[config.mk]
export PLATFORM = sky130hd
export DESIGN_NAME = pixel_composite_unit_core
export DESIGN_NICKNAME = d
export VERILOG_FILES = /design/src/rtl/pcu_pkg.sv /design/src/rtl/pixel_composite_unit_core.sv /design/src/rtl/pcu_mix_channel.sv /design/src/rtl/pcu_composite.sv
export SDC_FILE = /design/constraint.sdc
export NUM_CORES = 1
export LEC_CHECK = 0
export BUFFER_PORTS_ARGS = -buffer_cell sky130_fd_sc_hd__buf_2
export CORE_ASPECT_RATIO = 0.75
export CORE_UTILIZATION = 46
export CTS_CLUSTER_DIAMETER = 100
export DETAILED_ROUTE_END_ITERATION = 10
export GPL_ROUTABILITY_DRIVEN = 0
export MAX_ROUTING_LAYER = met4
export PLACE_DENSITY = 0.65
export SYNTH_ARGS = -nofsm -noshare
export SYNTH_HDL_FRONTEND = slang
export SYNTH_HIERARCHICAL = 1
export SYNTH_SLANG_ARGS = --single-unit
export TNS_END_PERCENT = 10
[constraint.sdc]
create_clock -name clock -period 12.5 [get_ports clock]
set_input_delay 1.875 -clock clock [delete_from_list [all_inputs] [get_ports clock]]
set_output_delay 1.875 -clock clock [all_outputs]
set_load 0.01 [all_outputs]
[src/rtl/pcu_pkg.sv]
// Package for the pixel composite unit: transaction payload structs,
// configuration struct, mode codes and register indexes. No dependencies.
package pcu_pkg;

   localparam int unsigned CHAN_W = 8;
   localparam int unsigned MODE_W = 2;
   localparam int unsigned CSR_INDEX_W = 2;

   localparam logic [MODE_W-1:0] MODE_COPY  = 2'd0;
   localparam logic [MODE_W-1:0] MODE_BLEND = 2'd1;
   localparam logic [MODE_W-1:0] MODE_KEY   = 2'd2;

   localparam logic [CSR_INDEX_W-1:0] CSR_BLEND_MODE = 2'd0;
   localparam logic [CSR_INDEX_W-1:0] CSR_KEY_BLUE   = 2'd1;
   localparam logic [CSR_INDEX_W-1:0] CSR_KEY_GREEN  = 2'd2;
   localparam logic [CSR_INDEX_W-1:0] CSR_KEY_RED    = 2'd3;

   typedef struct packed {
      logic [CHAN_W-1:0] src_blue;
      logic [CHAN_W-1:0] src_green;
      logic [CHAN_W-1:0] src_red;
      logic [CHAN_W-1:0] src_alpha;
      logic [CHAN_W-1:0] dst_blue;
      logic [CHAN_W-1:0] dst_green;
      logic [CHAN_W-1:0] dst_red;
   } pcu_req_type;

   typedef struct packed {
      logic [CHAN_W-1:0] out_blue;
      logic [CHAN_W-1:0] out_green;
      logic [CHAN_W-1:0] out_red;
      logic              dst_kept;
   } pcu_rsp_type;

   typedef struct packed {
      logic [MODE_W-1:0] blend_mode;
      logic [CHAN_W-1:0] key_blue;
      logic [CHAN_W-1:0] key_green;
      logic [CHAN_W-1:0] key_red;
   } pcu_cfg_type;

endpackage

[src/rtl/pixel_composite_unit_core.sv]
// Pixel composite unit top level: input register, compositing logic,
// result register and configuration registers. Depends on pcu_pkg and pcu_composite.
//
// Accepts one pixel transaction per clock cycle while req_ready is high and
// returns one result per pixel. Each pixel is held in the input register,
// then in the result register, with the blend multiply and divide-by-255
// done between them. The block holds up to two transactions: a waiting
// result stops new pixels only once the input register also holds a pixel,
// and req_ready then follows rsp_ready in the same cycle. Configuration
// writes are always accepted, as csr_ready is tied high.
module pixel_composite_unit_core
   import pcu_pkg::*;
(
   input  logic                   clock,
   input  logic                   reset,
   input  logic                   req_valid,
   output logic                   req_ready,
   input  pcu_req_type            req_data,
   output logic                   rsp_valid,
   input  logic                   rsp_ready,
   output pcu_rsp_type            rsp_data,
   input  logic                   csr_valid,
   output logic                   csr_ready,
   input  logic [CSR_INDEX_W-1:0] csr_index,
   input  logic [CHAN_W-1:0]      csr_wdata
);

   pcu_cfg_type cfg_ff, cfg_in;
   logic        pix_valid_ff, pix_valid_in;
   pcu_req_type pix_ff, pix_in;
   logic        res_valid_ff, res_valid_in;
   pcu_rsp_type res_ff, res_in;
   pcu_rsp_type comp_res;
   logic        res_load;
   logic        pix_load;

   pcu_composite u_composite (
      .cfg (cfg_ff),
      .pix (pix_ff),
      .res (comp_res)
   );

   assign res_load  = !res_valid_ff || rsp_ready;
   assign req_ready = !pix_valid_ff || res_load;
   assign pix_load  = req_valid && req_ready;
   assign csr_ready = 1'b1;

   always_comb begin
      cfg_in = cfg_ff;
      if (csr_valid) begin
         case (csr_index)
            CSR_BLEND_MODE: cfg_in.blend_mode = csr_wdata[MODE_W-1:0];
            CSR_KEY_BLUE:   cfg_in.key_blue   = csr_wdata;
            CSR_KEY_GREEN:  cfg_in.key_green  = csr_wdata;
            CSR_KEY_RED:    cfg_in.key_red    = csr_wdata;
            default:        cfg_in = cfg_ff;
         endcase
      end
   end

   always_comb begin
      pix_valid_in = pix_valid_ff;
      pix_in       = pix_ff;
      res_valid_in = res_valid_ff;
      res_in       = res_ff;
      if (res_load) begin
         res_valid_in = pix_valid_ff;
         res_in       = comp_res;
         pix_valid_in = 1'b0;
      end
      if (pix_load) begin
         pix_valid_in = 1'b1;
         pix_in       = req_data;
      end
   end

   always_ff @(posedge clock) begin
      if (reset) begin
         cfg_ff       <= '0;
         pix_valid_ff <= 1'b0;
         res_valid_ff <= 1'b0;
      end else begin
         cfg_ff       <= cfg_in;
         pix_valid_ff <= pix_valid_in;
         res_valid_ff <= res_valid_in;
      end
      pix_ff <= pix_in;
      res_ff <= res_in;
   end

   assign rsp_valid = res_valid_ff;
   assign rsp_data  = res_ff;

   a_stall_holds_pixel: assert property (@(posedge clock) disable iff (reset)
      pix_valid_ff && !res_load |=> pix_valid_ff && $stable(pix_ff))
      else $error("input stage lost or changed a stalled pixel");

   a_kept_only_in_key_mode: assert property (@(posedge clock) disable iff (reset)
      res_valid_ff && res_ff.dst_kept |-> cfg_ff.blend_mode == MODE_KEY)
      else $error("dst_kept set outside color key mode");

   a_reset_empties: assert property (@(posedge clock)
      reset |=> !pix_valid_ff && !res_valid_ff)
      else $error("pipeline not empty after reset");

endmodule

[src/rtl/pcu_mix_channel.sv]
// One channel of the alpha blend: (a*s + (255-a)*d) / 255, truncated.
// Depends on pcu_pkg.
module pcu_mix_channel
   import pcu_pkg::*;
(
   input  logic [CHAN_W-1:0] src,
   input  logic [CHAN_W-1:0] dst,
   input  logic [CHAN_W-1:0] alpha,
   output logic [CHAN_W-1:0] mix
);

   logic signed [CHAN_W:0]     diff;
   logic signed [CHAN_W:0]     alpha_s;
   logic signed [2*CHAN_W+1:0] prod;
   logic signed [2*CHAN_W+1:0] base;
   logic signed [2*CHAN_W+1:0] sum;
   logic [2*CHAN_W-1:0]        num;
   logic [2*CHAN_W:0]          quo;

   // a*s + (255-a)*d == 255*d + a*(s-d), one multiply per channel
   always_comb begin
      diff    = $signed({1'b0, src}) - $signed({1'b0, dst});
      alpha_s = $signed({1'b0, alpha});
      prod    = (2*CHAN_W+2)'(alpha_s * diff);
      base    = $signed({2'b00, dst, {CHAN_W{1'b0}}}) - $signed({{(CHAN_W+2){1'b0}}, dst});
      sum     = base + prod;
      num     = sum[2*CHAN_W-1:0];
      // exact x/255 for x < 65535: (x + 1 + (x >> 8)) >> 8
      quo     = {1'b0, num} + (2*CHAN_W+1)'(1)
                + {{(CHAN_W+1){1'b0}}, num[2*CHAN_W-1:CHAN_W]};
      mix     = quo[2*CHAN_W-1:CHAN_W];
   end

endmodule

[src/rtl/pcu_composite.sv]
// Per-pixel compositing logic: copy, alpha blend or color key select; the unused mode passes dst.
// Depends on pcu_pkg and pcu_mix_channel.
module pcu_composite
   import pcu_pkg::*;
(
   input  pcu_cfg_type cfg,
   input  pcu_req_type pix,
   output pcu_rsp_type res
);

   logic [CHAN_W-1:0] mix_blue;
   logic [CHAN_W-1:0] mix_green;
   logic [CHAN_W-1:0] mix_red;
   logic              key_hit;

   pcu_mix_channel u_mix_blue (
      .src   (pix.src_blue),
      .dst   (pix.dst_blue),
      .alpha (pix.src_alpha),
      .mix   (mix_blue)
   );

   pcu_mix_channel u_mix_green (
      .src   (pix.src_green),
      .dst   (pix.dst_green),
      .alpha (pix.src_alpha),
      .mix   (mix_green)
   );

   pcu_mix_channel u_mix_red (
      .src   (pix.src_red),
      .dst   (pix.dst_red),
      .alpha (pix.src_alpha),
      .mix   (mix_red)
   );

   assign key_hit = (pix.src_blue == cfg.key_blue) && (pix.src_green == cfg.key_green)
                    && (pix.src_red == cfg.key_red);

   always_comb begin
      res.out_blue  = pix.dst_blue;
      res.out_green = pix.dst_green;
      res.out_red   = pix.dst_red;
      res.dst_kept  = 1'b0;
      case (cfg.blend_mode)
         MODE_COPY: begin
            res.out_blue  = pix.src_blue;
            res.out_green = pix.src_green;
            res.out_red   = pix.src_red;
         end
         MODE_BLEND: begin
            res.out_blue  = mix_blue;
            res.out_green = mix_green;
            res.out_red   = mix_red;
         end
         MODE_KEY: begin
            if (key_hit) begin
               res.dst_kept = 1'b1;
            end else begin
               res.out_blue  = pix.src_blue;
               res.out_green = pix.src_green;
               res.out_red   = pix.src_red;
            end
         end
         default: begin
            res.dst_kept = 1'b0;
         end
      endcase
   end

endmodule

==> metrics.txt, run 1 <==
# TYPE chip_impl_metric gauge
chip_impl_metric{name="worst-slew-pin-transition",unit="ns"} 1.00
chip_impl_metric{name="via_count",unit=""} 11767
chip_impl_metric{name="cts_post_setup_buffers_inserted",unit=""} 0
chip_impl_info{name="crit_slowest_cell",value="a21oi_1"} 1
chip_impl_metric{name="post_synthesis_simple_gate_area_fraction",unit="%"} 15.2
chip_impl_metric{name="synthArstFlopShare",unit="%"} 0
chip_impl_metric{name="synth-warning-count",unit=""} 6
chip_impl_metric{name="timing_hold_violations_final",unit=""} 0
chip_impl_metric{name="cts_hold_buffers",unit=""} 0
chip_impl_metric{name="clkTransAtPathRegs",unit="ns"} 0.09
chip_impl_metric{name="worst-endpoint-required",unit="ns"} 12.64
chip_impl_metric{name="cts_max_level",unit=""} 3
chip_impl_metric{name="finalSetupViolations",unit=""} 0
chip_impl_metric{name="insertedDiodeCount",unit=""} 0
chip_impl_metric{name="multi_input_area",unit="mm²"} 0.0116
chip_impl_metric{name="cts_resized",unit=""} 0
chip_impl_info{name="synthFlopType",value="edfxtp_1"} 1
chip_impl_metric{name="drc_errors",unit=""} 0
chip_impl_metric{name="initial_utilization",unit="%"} 47.2
chip_impl_metric{name="max_cap_violations",unit=""} 0
chip_impl_metric{name="drt_met1_wl",unit="µm"} 20500
chip_impl_metric{name="dp_hpwl",unit="µm"} 33000
chip_impl_metric{name="finalMaxSlewViolations",unit=""} 0
chip_impl_metric{name="detail_route.iter0.violations",unit=""} 1040
chip_impl_metric{name="globalRouteTotalUtil",unit="%"} 25.3
chip_impl_metric{name="drtPass1Iterations",unit=""} 7
chip_impl_metric{name="layout-area-overhead-vs-synth",unit="%"} 8.08
chip_impl_metric{name="numnets_final",unit=""} 2194
chip_impl_metric{name="chipWidth",unit="µm"} 217
chip_impl_metric{name="mappedNetlistArea",unit="mm²"} 0.0160
chip_impl_metric{name="finish.cell_count_without_fillers",unit=""} 2206
chip_impl_metric{name="final.period_utilization",unit="%"} 77.9
chip_impl_metric{name="placed_cell_count",unit=""} 2190
chip_impl_metric{name="gr-total-overflow",unit=""} 0
chip_impl_metric{name="max-clock-path-buffers",unit=""} 2
chip_impl_metric{name="drive_gt1_share",unit="%"} 12.8
chip_impl_metric{name="antenna_violating_nets_post_route",unit=""} 0
chip_impl_metric{name="fin_skew",unit="ns"} 0.0179
chip_impl_metric{name="min_path_cells",unit=""} 2
chip_impl_info{name="timing.hold.worst.class",value="flip-flop to flip-flop"} 1
chip_impl_info{name="end_kind",value="flip-flop"} 1
chip_impl_metric{name="filler_cell_count",unit=""} 3135
chip_impl_metric{name="fmax",unit="MHz"} 103
chip_impl_info{name="root_driver",value="clkbuf_16"} 1
chip_impl_metric{name="wire_per_inst",unit="µm"} 19.0
chip_impl_info{name="path_class",value="flip-flop to flip-flop"} 1
chip_impl_metric{name="design.core.area",unit="mm²"} 0.0339
chip_impl_metric{name="avgSynthCellArea",unit="µm²"} 9.62
chip_impl_metric{name="critPathMaxFanout",unit=""} 8
chip_impl_info{name="outcome",value="finished clean"} 1
chip_impl_metric{name="synthXorXnorAreaFrac",unit="%"} 6.24
chip_impl_info{name="synth_top_family_by_area",value="adder cells"} 1
chip_impl_metric{name="wl_met2",unit="µm"} 18000
chip_impl_metric{name="slowest_stage_delay_cp",unit="ns"} 0.69
chip_impl_info{name="timing.critical_path.mode_cell",value="inv_1"} 1
chip_impl_metric{name="ys_seq_elements",unit=""} 109
chip_impl_metric{name="synthCells",unit=""} 1664
chip_impl_metric{name="rows",unit=""} 58
chip_impl_metric{name="route.final.wire_length",unit="µm"} 41900
chip_impl_metric{name="cp_arrival",unit="ns"} 9.88
chip_impl_metric{name="grt_antenna_before_repair",unit=""} 0
chip_impl_metric{name="area.sequential",unit="mm²"} 0.00299
chip_impl_metric{name="avgViaCountPerCell",unit=""} 5.33
chip_impl_metric{name="synth.yosys.seq_area_share",unit="%"} 18.7
chip_impl_metric{name="synth-compound-area-share",unit="%"} 7.53
chip_impl_metric{name="die_area",unit="mm²"} 0.0355
chip_impl_info{name="rsz0062_at_grt",value="false"} 1
chip_impl_info{name="top_layer",value="met4"} 1
chip_impl_metric{name="routed-wl-met3",unit="µm"} 2960
chip_impl_metric{name="clk_latency",unit="ns"} 0.39
chip_impl_metric{name="design.portCount",unit=""} 99
chip_impl_metric{name="largest_net_degree_at_the_start_of_global_routing",unit=""} 57
chip_impl_metric{name="yosys.area_share.adder",unit="%"} 37.2
chip_impl_info{name="worst_setup_path_start_kind",value="flip-flop"} 1
chip_impl_metric{name="yosysUniqueCellTypes",unit=""} 91
chip_impl_metric{name="reg2regPathDepth",unit=""} 36
chip_impl_metric{name="totalNegativeSetupSlack",unit="ns"} 0
chip_impl_metric{name="clkSinkCount",unit=""} 109
chip_impl_info{name="tritoncts",value="built"} 1
chip_impl_metric{name="cts_inserted_buffers",unit=""} 9
chip_impl_metric{name="synth_nets",unit=""} 2107
chip_impl_metric{name="vias_in_the_first_global_route",unit=""} 11861
chip_impl_metric{name="grt_pass1_wl",unit="µm"} 66000
chip_impl_metric{name="timing.slew.headroom",unit="%"} 32.7
chip_impl_metric{name="final.min_clock_period",unit="ns"} 9.74
chip_impl_metric{name="synth_edf_count",unit=""} 81
chip_impl_metric{name="port-buffer-count",unit=""} 97
chip_impl_metric{name="synth_mux_area_share",unit="%"} 6.22
chip_impl_metric{name="floorplan.die.height",unit="µm"} 164
logic make-up (layout without fill, tap and decap cells):
group | count (synthesis) | in the layout
AND/OR/NAND/NOR | 453 | 453
flip-flops | 109 | 109
buffers and inverters | 369 | 461
AO/OA/AOI/OAI | 165 | 165
multiplexers | 85 | 85
adder cells (fa/ha/maj) | 373 | 373
XOR/XNOR | 109 | 109
other | 1 | 1
sequential cells by signal, summed over array words and instances, names as in the netlist:
signal / flops
pix_valid_ff: 1
pix_ff: 56
rsp_data: 25
cfg_ff: 26
rsp_valid: 1
stage by stage:
stage	cell area (µm²)	utilization, %	hold WS [ns]	setup slack [ns]
final	17300	51.0	0.452	2.76
after global routing	17300	51.0	0.491	2.09
after floorplan	16000	-	0.426	3.89
after detailed placement	17000	50.1	0.449	2.88
after CTS	17300	51.0	0.459	2.84
after global placement	17000	50.1	0.436	3.15
synthesized netlist by cell type (all sizes together), types with 9 or more instances:
cell	instances	area, µm²
inv	336	1260
ha	201	2510
fa	171	3420
nand2	130	488
nand2b	88	551
xnor2	86	768
edfxtp	81	2430
mux2	56	706
and2	53	333
nor2	53	199
a21oi	47	239
nor2b	36	233
o21ai	31	181
mux2i	29	290
dfxtp	28	561
clkbuf	24	90.1
nand3	24	120
xor2	21	184
nor3	15	85.1
o211ai	10	88.8
buf	9	71.3
nand4	9	56.3
nor4	9	83.8
o21a	9	67.6
critical path, delay by kind of cell, from the launching register on:
family / cells / cell delay, ns
AO/OA/AOI/OAI: 13 / 3.07
XOR/XNOR: 1 / 0.17
adder cells (fa/ha/maj): 8 / 3.38
buffers and inverters: 5 / 0.43
flip-flops: 1 / 0.44
multiplexers: 3 / 0.93
AND/OR/NAND/NOR: 6 / 1.07
final cells by class:
cell class / count / area share [%]
multi-input cells: 1186 / 67.1
flip-flops and latches: 109 / 17.3
inverters: 336 / 7.29
repair buffers: 109 / 3.33
well taps: 450 / 3.26
clock buffers: 9 / 1.30
clock inverters: 7 / 0.449
layout by cell type, fill, tap and decap left out, drive strengths merged, types with 5 or more instances in the layout:
cell      n
mux2i    29
inv     340
nor2b    36
nor4      9
xor2     21
a21boi    8
fa      171
mux2     56
nand3    24
a211oi    6
and3      7
a21o      8
nand4     9
o31ai     7
nand2b   88
and2     53
a21oi    47
o21a      9
xnor2    86
edfxtp   81
clkbuf    9
nor3b     6
buf     109
o211ai   10
dfxtp    28
o21bai    6
o21ai    31
nand3b    5
or3       5
nor3     15
ha      201
nand2   130
nor2     53
path summary, 6_finish.rpt:
check | from | to | slack [ns]
setup reg to reg | pix_ff[17] | rsp_data[23] | 2.76
setup / recovery | pix_ff[17] | rsp_data[23] | 2.76
hold / removal | pix_valid_ff | rsp_valid | 0.45
hold reg to reg | pix_valid_ff | rsp_valid | 0.45
metal layers:
layer | track usage, % | vias up
met4 | 3.81 | 0
met5 | - | -
met2 | 37.0 | 378
met3 | 4.82 | 29
li1 | - | 5565
met1 | 36.6 | 5795
Power of run 1 is left out: the tool's default activity adds up to more than one toggle a clock period on the data nets, which glitch-free logic cannot reach.
==> run 2, diff against run 1 <==
- ABC_AREA: unset -> 1
- clock period: 12.5 -> 9.8 ns (I/O delays scaled with it)
==> run 2 against run 1 <==
Worst setup slack worse by 1.4 ns. Register-to-register slack worse by 1.4 ns. Die area is 9.6% higher. Sequential share of layout area is 1.4 points lower. Worst hold slack better by 0.019 ns. Non-clock buffer count is 3 lower. Global-route usage is 2.5 points higher. Synthesized area is 9.7% higher.
==> metrics.txt, run 2 <==
# TYPE chip_impl_metric gauge
chip_impl_info{name="outcome",value="finished clean"} 1
chip_impl_metric{name="max_cap_violations",unit=""} 0
chip_impl_metric{name="avgViaCountPerCell",unit=""} 5.14
chip_impl_metric{name="post-place-ws",unit="ns"} 1.50
chip_impl_metric{name="synth_nets",unit=""} 2866
chip_impl_info{name="yosys.cell_count.top_type",value="nand2_1"} 1
chip_impl_metric{name="largest_net_degree_at_the_start_of_global_routing",unit=""} 57
chip_impl_metric{name="avgSynthCellArea",unit="µm²"} 7.24
chip_impl_info{name="synthFlopType",value="edfxtp_1"} 1
chip_impl_info{name="tritoncts",value="built"} 1
chip_impl_metric{name="worst-endpoint-required",unit="ns"} 9.92
chip_impl_metric{name="synthCells",unit=""} 2423
chip_impl_metric{name="chipWidth",unit="µm"} 228
chip_impl_info{name="synth_top_area_cell",value="fa_1"} 1
chip_impl_metric{name="worst-slew-pin-transition",unit="ns"} 1.12
chip_impl_metric{name="vias_in_the_first_global_route",unit=""} 14727
chip_impl_metric{name="floorplan.die.height",unit="µm"} 171
chip_impl_metric{name="critPathMaxFanout",unit=""} 6
chip_impl_metric{name="via_count",unit=""} 15498
chip_impl_metric{name="initial_utilization",unit="%"} 47.0
chip_impl_metric{name="largest_register_ffs",unit=""} 56
chip_impl_metric{name="slowest_stage_delay_cp",unit="ns"} 0.55
chip_impl_info{name="synth_top_cells_by_count",value="nand2_1 (618), inv_1 (600), nor2_1 (220)"} 1
chip_impl_metric{name="drive_gt1_share",unit="%"} 9.96
chip_impl_metric{name="synth_edf_count",unit=""} 81
chip_impl_metric{name="drc_errors",unit=""} 0
chip_impl_metric{name="rows",unit=""} 61
chip_impl_metric{name="finalMaxSlewViolations",unit=""} 0
chip_impl_metric{name="final.min_clock_period",unit="ns"} 8.41
chip_impl_metric{name="ys_seq_elements",unit=""} 109
chip_impl_info{name="timing.hold.worst.class",value="flip-flop to flip-flop"} 1
chip_impl_metric{name="cts_max_level",unit=""} 3
chip_impl_info{name="rsz0062_at_grt",value="false"} 1
chip_impl_metric{name="grt_antenna_before_repair",unit=""} 1
chip_impl_info{name="timing.critical_path.mode_cell",value="nand2_1"} 1
chip_impl_metric{name="clkSinkCount",unit=""} 109
chip_impl_metric{name="timing.slew.headroom",unit="%"} 25.5
chip_impl_metric{name="antenna_violating_nets_post_route",unit=""} 0
chip_impl_info{name="largest-register",value="pix_ff"} 1
chip_impl_metric{name="cts_inserted_buffers",unit=""} 9
chip_impl_metric{name="post-synth-top-area-fraction",unit="%"} 19.5
chip_impl_metric{name="synth.yosys.seq_area_share",unit="%"} 17.1
chip_impl_metric{name="design.portCount",unit=""} 99
chip_impl_metric{name="fmax",unit="MHz"} 119
chip_impl_metric{name="globalRouteTotalUtil",unit="%"} 27.8
chip_impl_metric{name="cts_post_setup_buffers_inserted",unit=""} 0
chip_impl_info{name="root_driver",value="clkbuf_16"} 1
chip_impl_info{name="netlist_top_cells_area",value="fa_1 (20%), ha_1 (14%), edfxtp_1 (14%)"} 1
chip_impl_metric{name="finish.cell_count_without_fillers",unit=""} 3016
chip_impl_metric{name="placement.cell_area",unit="mm²"} 0.0186
chip_impl_info{name="path_class",value="flip-flop to flip-flop"} 1
chip_impl_metric{name="final.setup.worst_slack",unit="ns"} 1.39
chip_impl_metric{name="wire_per_inst",unit="µm"} 17.1
chip_impl_metric{name="max-clock-path-buffers",unit=""} 2
chip_impl_metric{name="dp_hpwl",unit="µm"} 42000
chip_impl_metric{name="cts_hold_buffers",unit=""} 0
chip_impl_metric{name="numnets_final",unit=""} 2949
chip_impl_metric{name="placed_cell_count",unit=""} 2999
chip_impl_metric{name="totalNegativeSetupSlack",unit="ns"} 0
chip_impl_metric{name="final.period_utilization",unit="%"} 85.8
chip_impl_info{name="layout.cells.most_common_list",value="nand2_1 (618), inv_1 (599), nor2_1 (219)"} 1
chip_impl_metric{name="clkTransAtPathRegs",unit="ns"} 0.08
chip_impl_metric{name="clk_latency",unit="ns"} 0.37
chip_impl_metric{name="route.final.wire_length",unit="µm"} 51500
chip_impl_metric{name="cp_arrival",unit="ns"} 8.53
chip_impl_metric{name="cts_resized",unit=""} 0
chip_impl_metric{name="drtPass1Iterations",unit=""} 7
chip_impl_metric{name="layout-area-overhead-vs-synth",unit="%"} 7.39
chip_impl_metric{name="fin_skew",unit="ns"} 0.0204
chip_impl_metric{name="design.core.area",unit="mm²"} 0.0373
chip_impl_metric{name="mappedNetlistArea",unit="mm²"} 0.0175
chip_impl_info{name="worst_setup_path_start_kind",value="flip-flop"} 1
chip_impl_metric{name="yosysUniqueCellTypes",unit=""} 42
chip_impl_metric{name="detail_route.iter0.violations",unit=""} 1449
chip_impl_metric{name="port-buffer-count",unit=""} 97
chip_impl_metric{name="die_area",unit="mm²"} 0.0389
chip_impl_metric{name="timing_hold_violations_final",unit=""} 0
chip_impl_metric{name="gr-total-overflow",unit=""} 0
chip_impl_metric{name="synth-warning-count",unit=""} 6
chip_impl_metric{name="finalSetupViolations",unit=""} 0
chip_impl_info{name="end_kind",value="flip-flop"} 1
chip_impl_info{name="crit_slowest_cell",value="fa_1"} 1
chip_impl_info{name="final_common_cell",value="nand2_1"} 1
chip_impl_metric{name="synthArstFlopShare",unit="%"} 0
chip_impl_metric{name="post-route-cell-area",unit="mm²"} 0.0188
chip_impl_metric{name="grt_pass1_wl",unit="µm"} 79400
==> run 2: cell count changes in the layout (fill, tap and decap cells not counted), moves of 51 or more <==
cell	before	now
nand3_1	24	133
nand2b_1	88	0
xnor2_1	84	22
inv_1	336	599
and2_1	51	0
nor2_1	53	219
nand2_1	130	618
==> run 2: critical path, delay by kind of cell, from the launching register on <==
kind	cells	cell delay [ns]
xor+xnor	2	0.47
flops	1	0.47
buf+inv	6	0.45
compound gates	7	1.19
simple gates	13	1.77
fa+ha+maj	9	3.80
==> run 2: final cells by class <==
type / count / area (µm²)
fill: 3626 / 18500
multi-input combinational: 1660 / 12000
sequential: 109 / 2990
inverter: 620 / 2330
tap: 504 / 631
timing repair buffer: 106 / 553
clock buffer: 10 / 230
clock inverter: 6 / 58.8
antenna: 1 / 2.50
==> run 2: final timing paths <==
| path | from | end | slack [ns] | depth (start not counted) |
|---|---|---|---|---|
| worst max-delay path | pix_ff[16] | rsp_data[20] | 1.39 | 37 |
| worst min-delay path | pix_valid_ff | rsp_valid | 0.47 | 2 |
| worst max register to register | pix_ff[16] | rsp_data[20] | 1.39 | 37 |
| worst min register to register | pix_valid_ff | rsp_valid | 0.47 | 2 |
==> run 2: through the flow <==
| stage | hold slack [ns] | util [%] |
|---|---|---|
| floorplan | 0.424 | - |
| global placement | 0.438 | 49.7 |
| detailed placement | 0.473 | 49.7 |
| CTS | 0.481 | 50.5 |
| global route | 0.491 | 50.5 |
| finish | 0.471 | 50.5 |
==> run 2: metal layers <==
layer  global-route usage [%]  up-vias  wire, µm
li1                         -     7463         -
met1                     39.5     7351     24200
met2                     41.0      620     22100
met3                     4.76       64      4290
met4                     6.13        0       912
met5                        -        -         0
==> run 2: cells by family (layout without fill, tap and decap cells) <==
| family | Yosys count | count (layout) | share of synthesized area, % |
|---|---|---|---|
| compound gates | 141 | 141 | 5.02 |
| xor+xnor | 50 | 50 | 3.09 |
| fa+ha+maj | 372 | 372 | 33.8 |
| buf+inv | 654 | 742 | 14.3 |
| flops | 109 | 109 | 17.1 |
| other cells | 1 | 2 | 0.0214 |
| simple gates | 1096 | 1096 | 26.6 |
Power of run 2 is left out for the same reason.
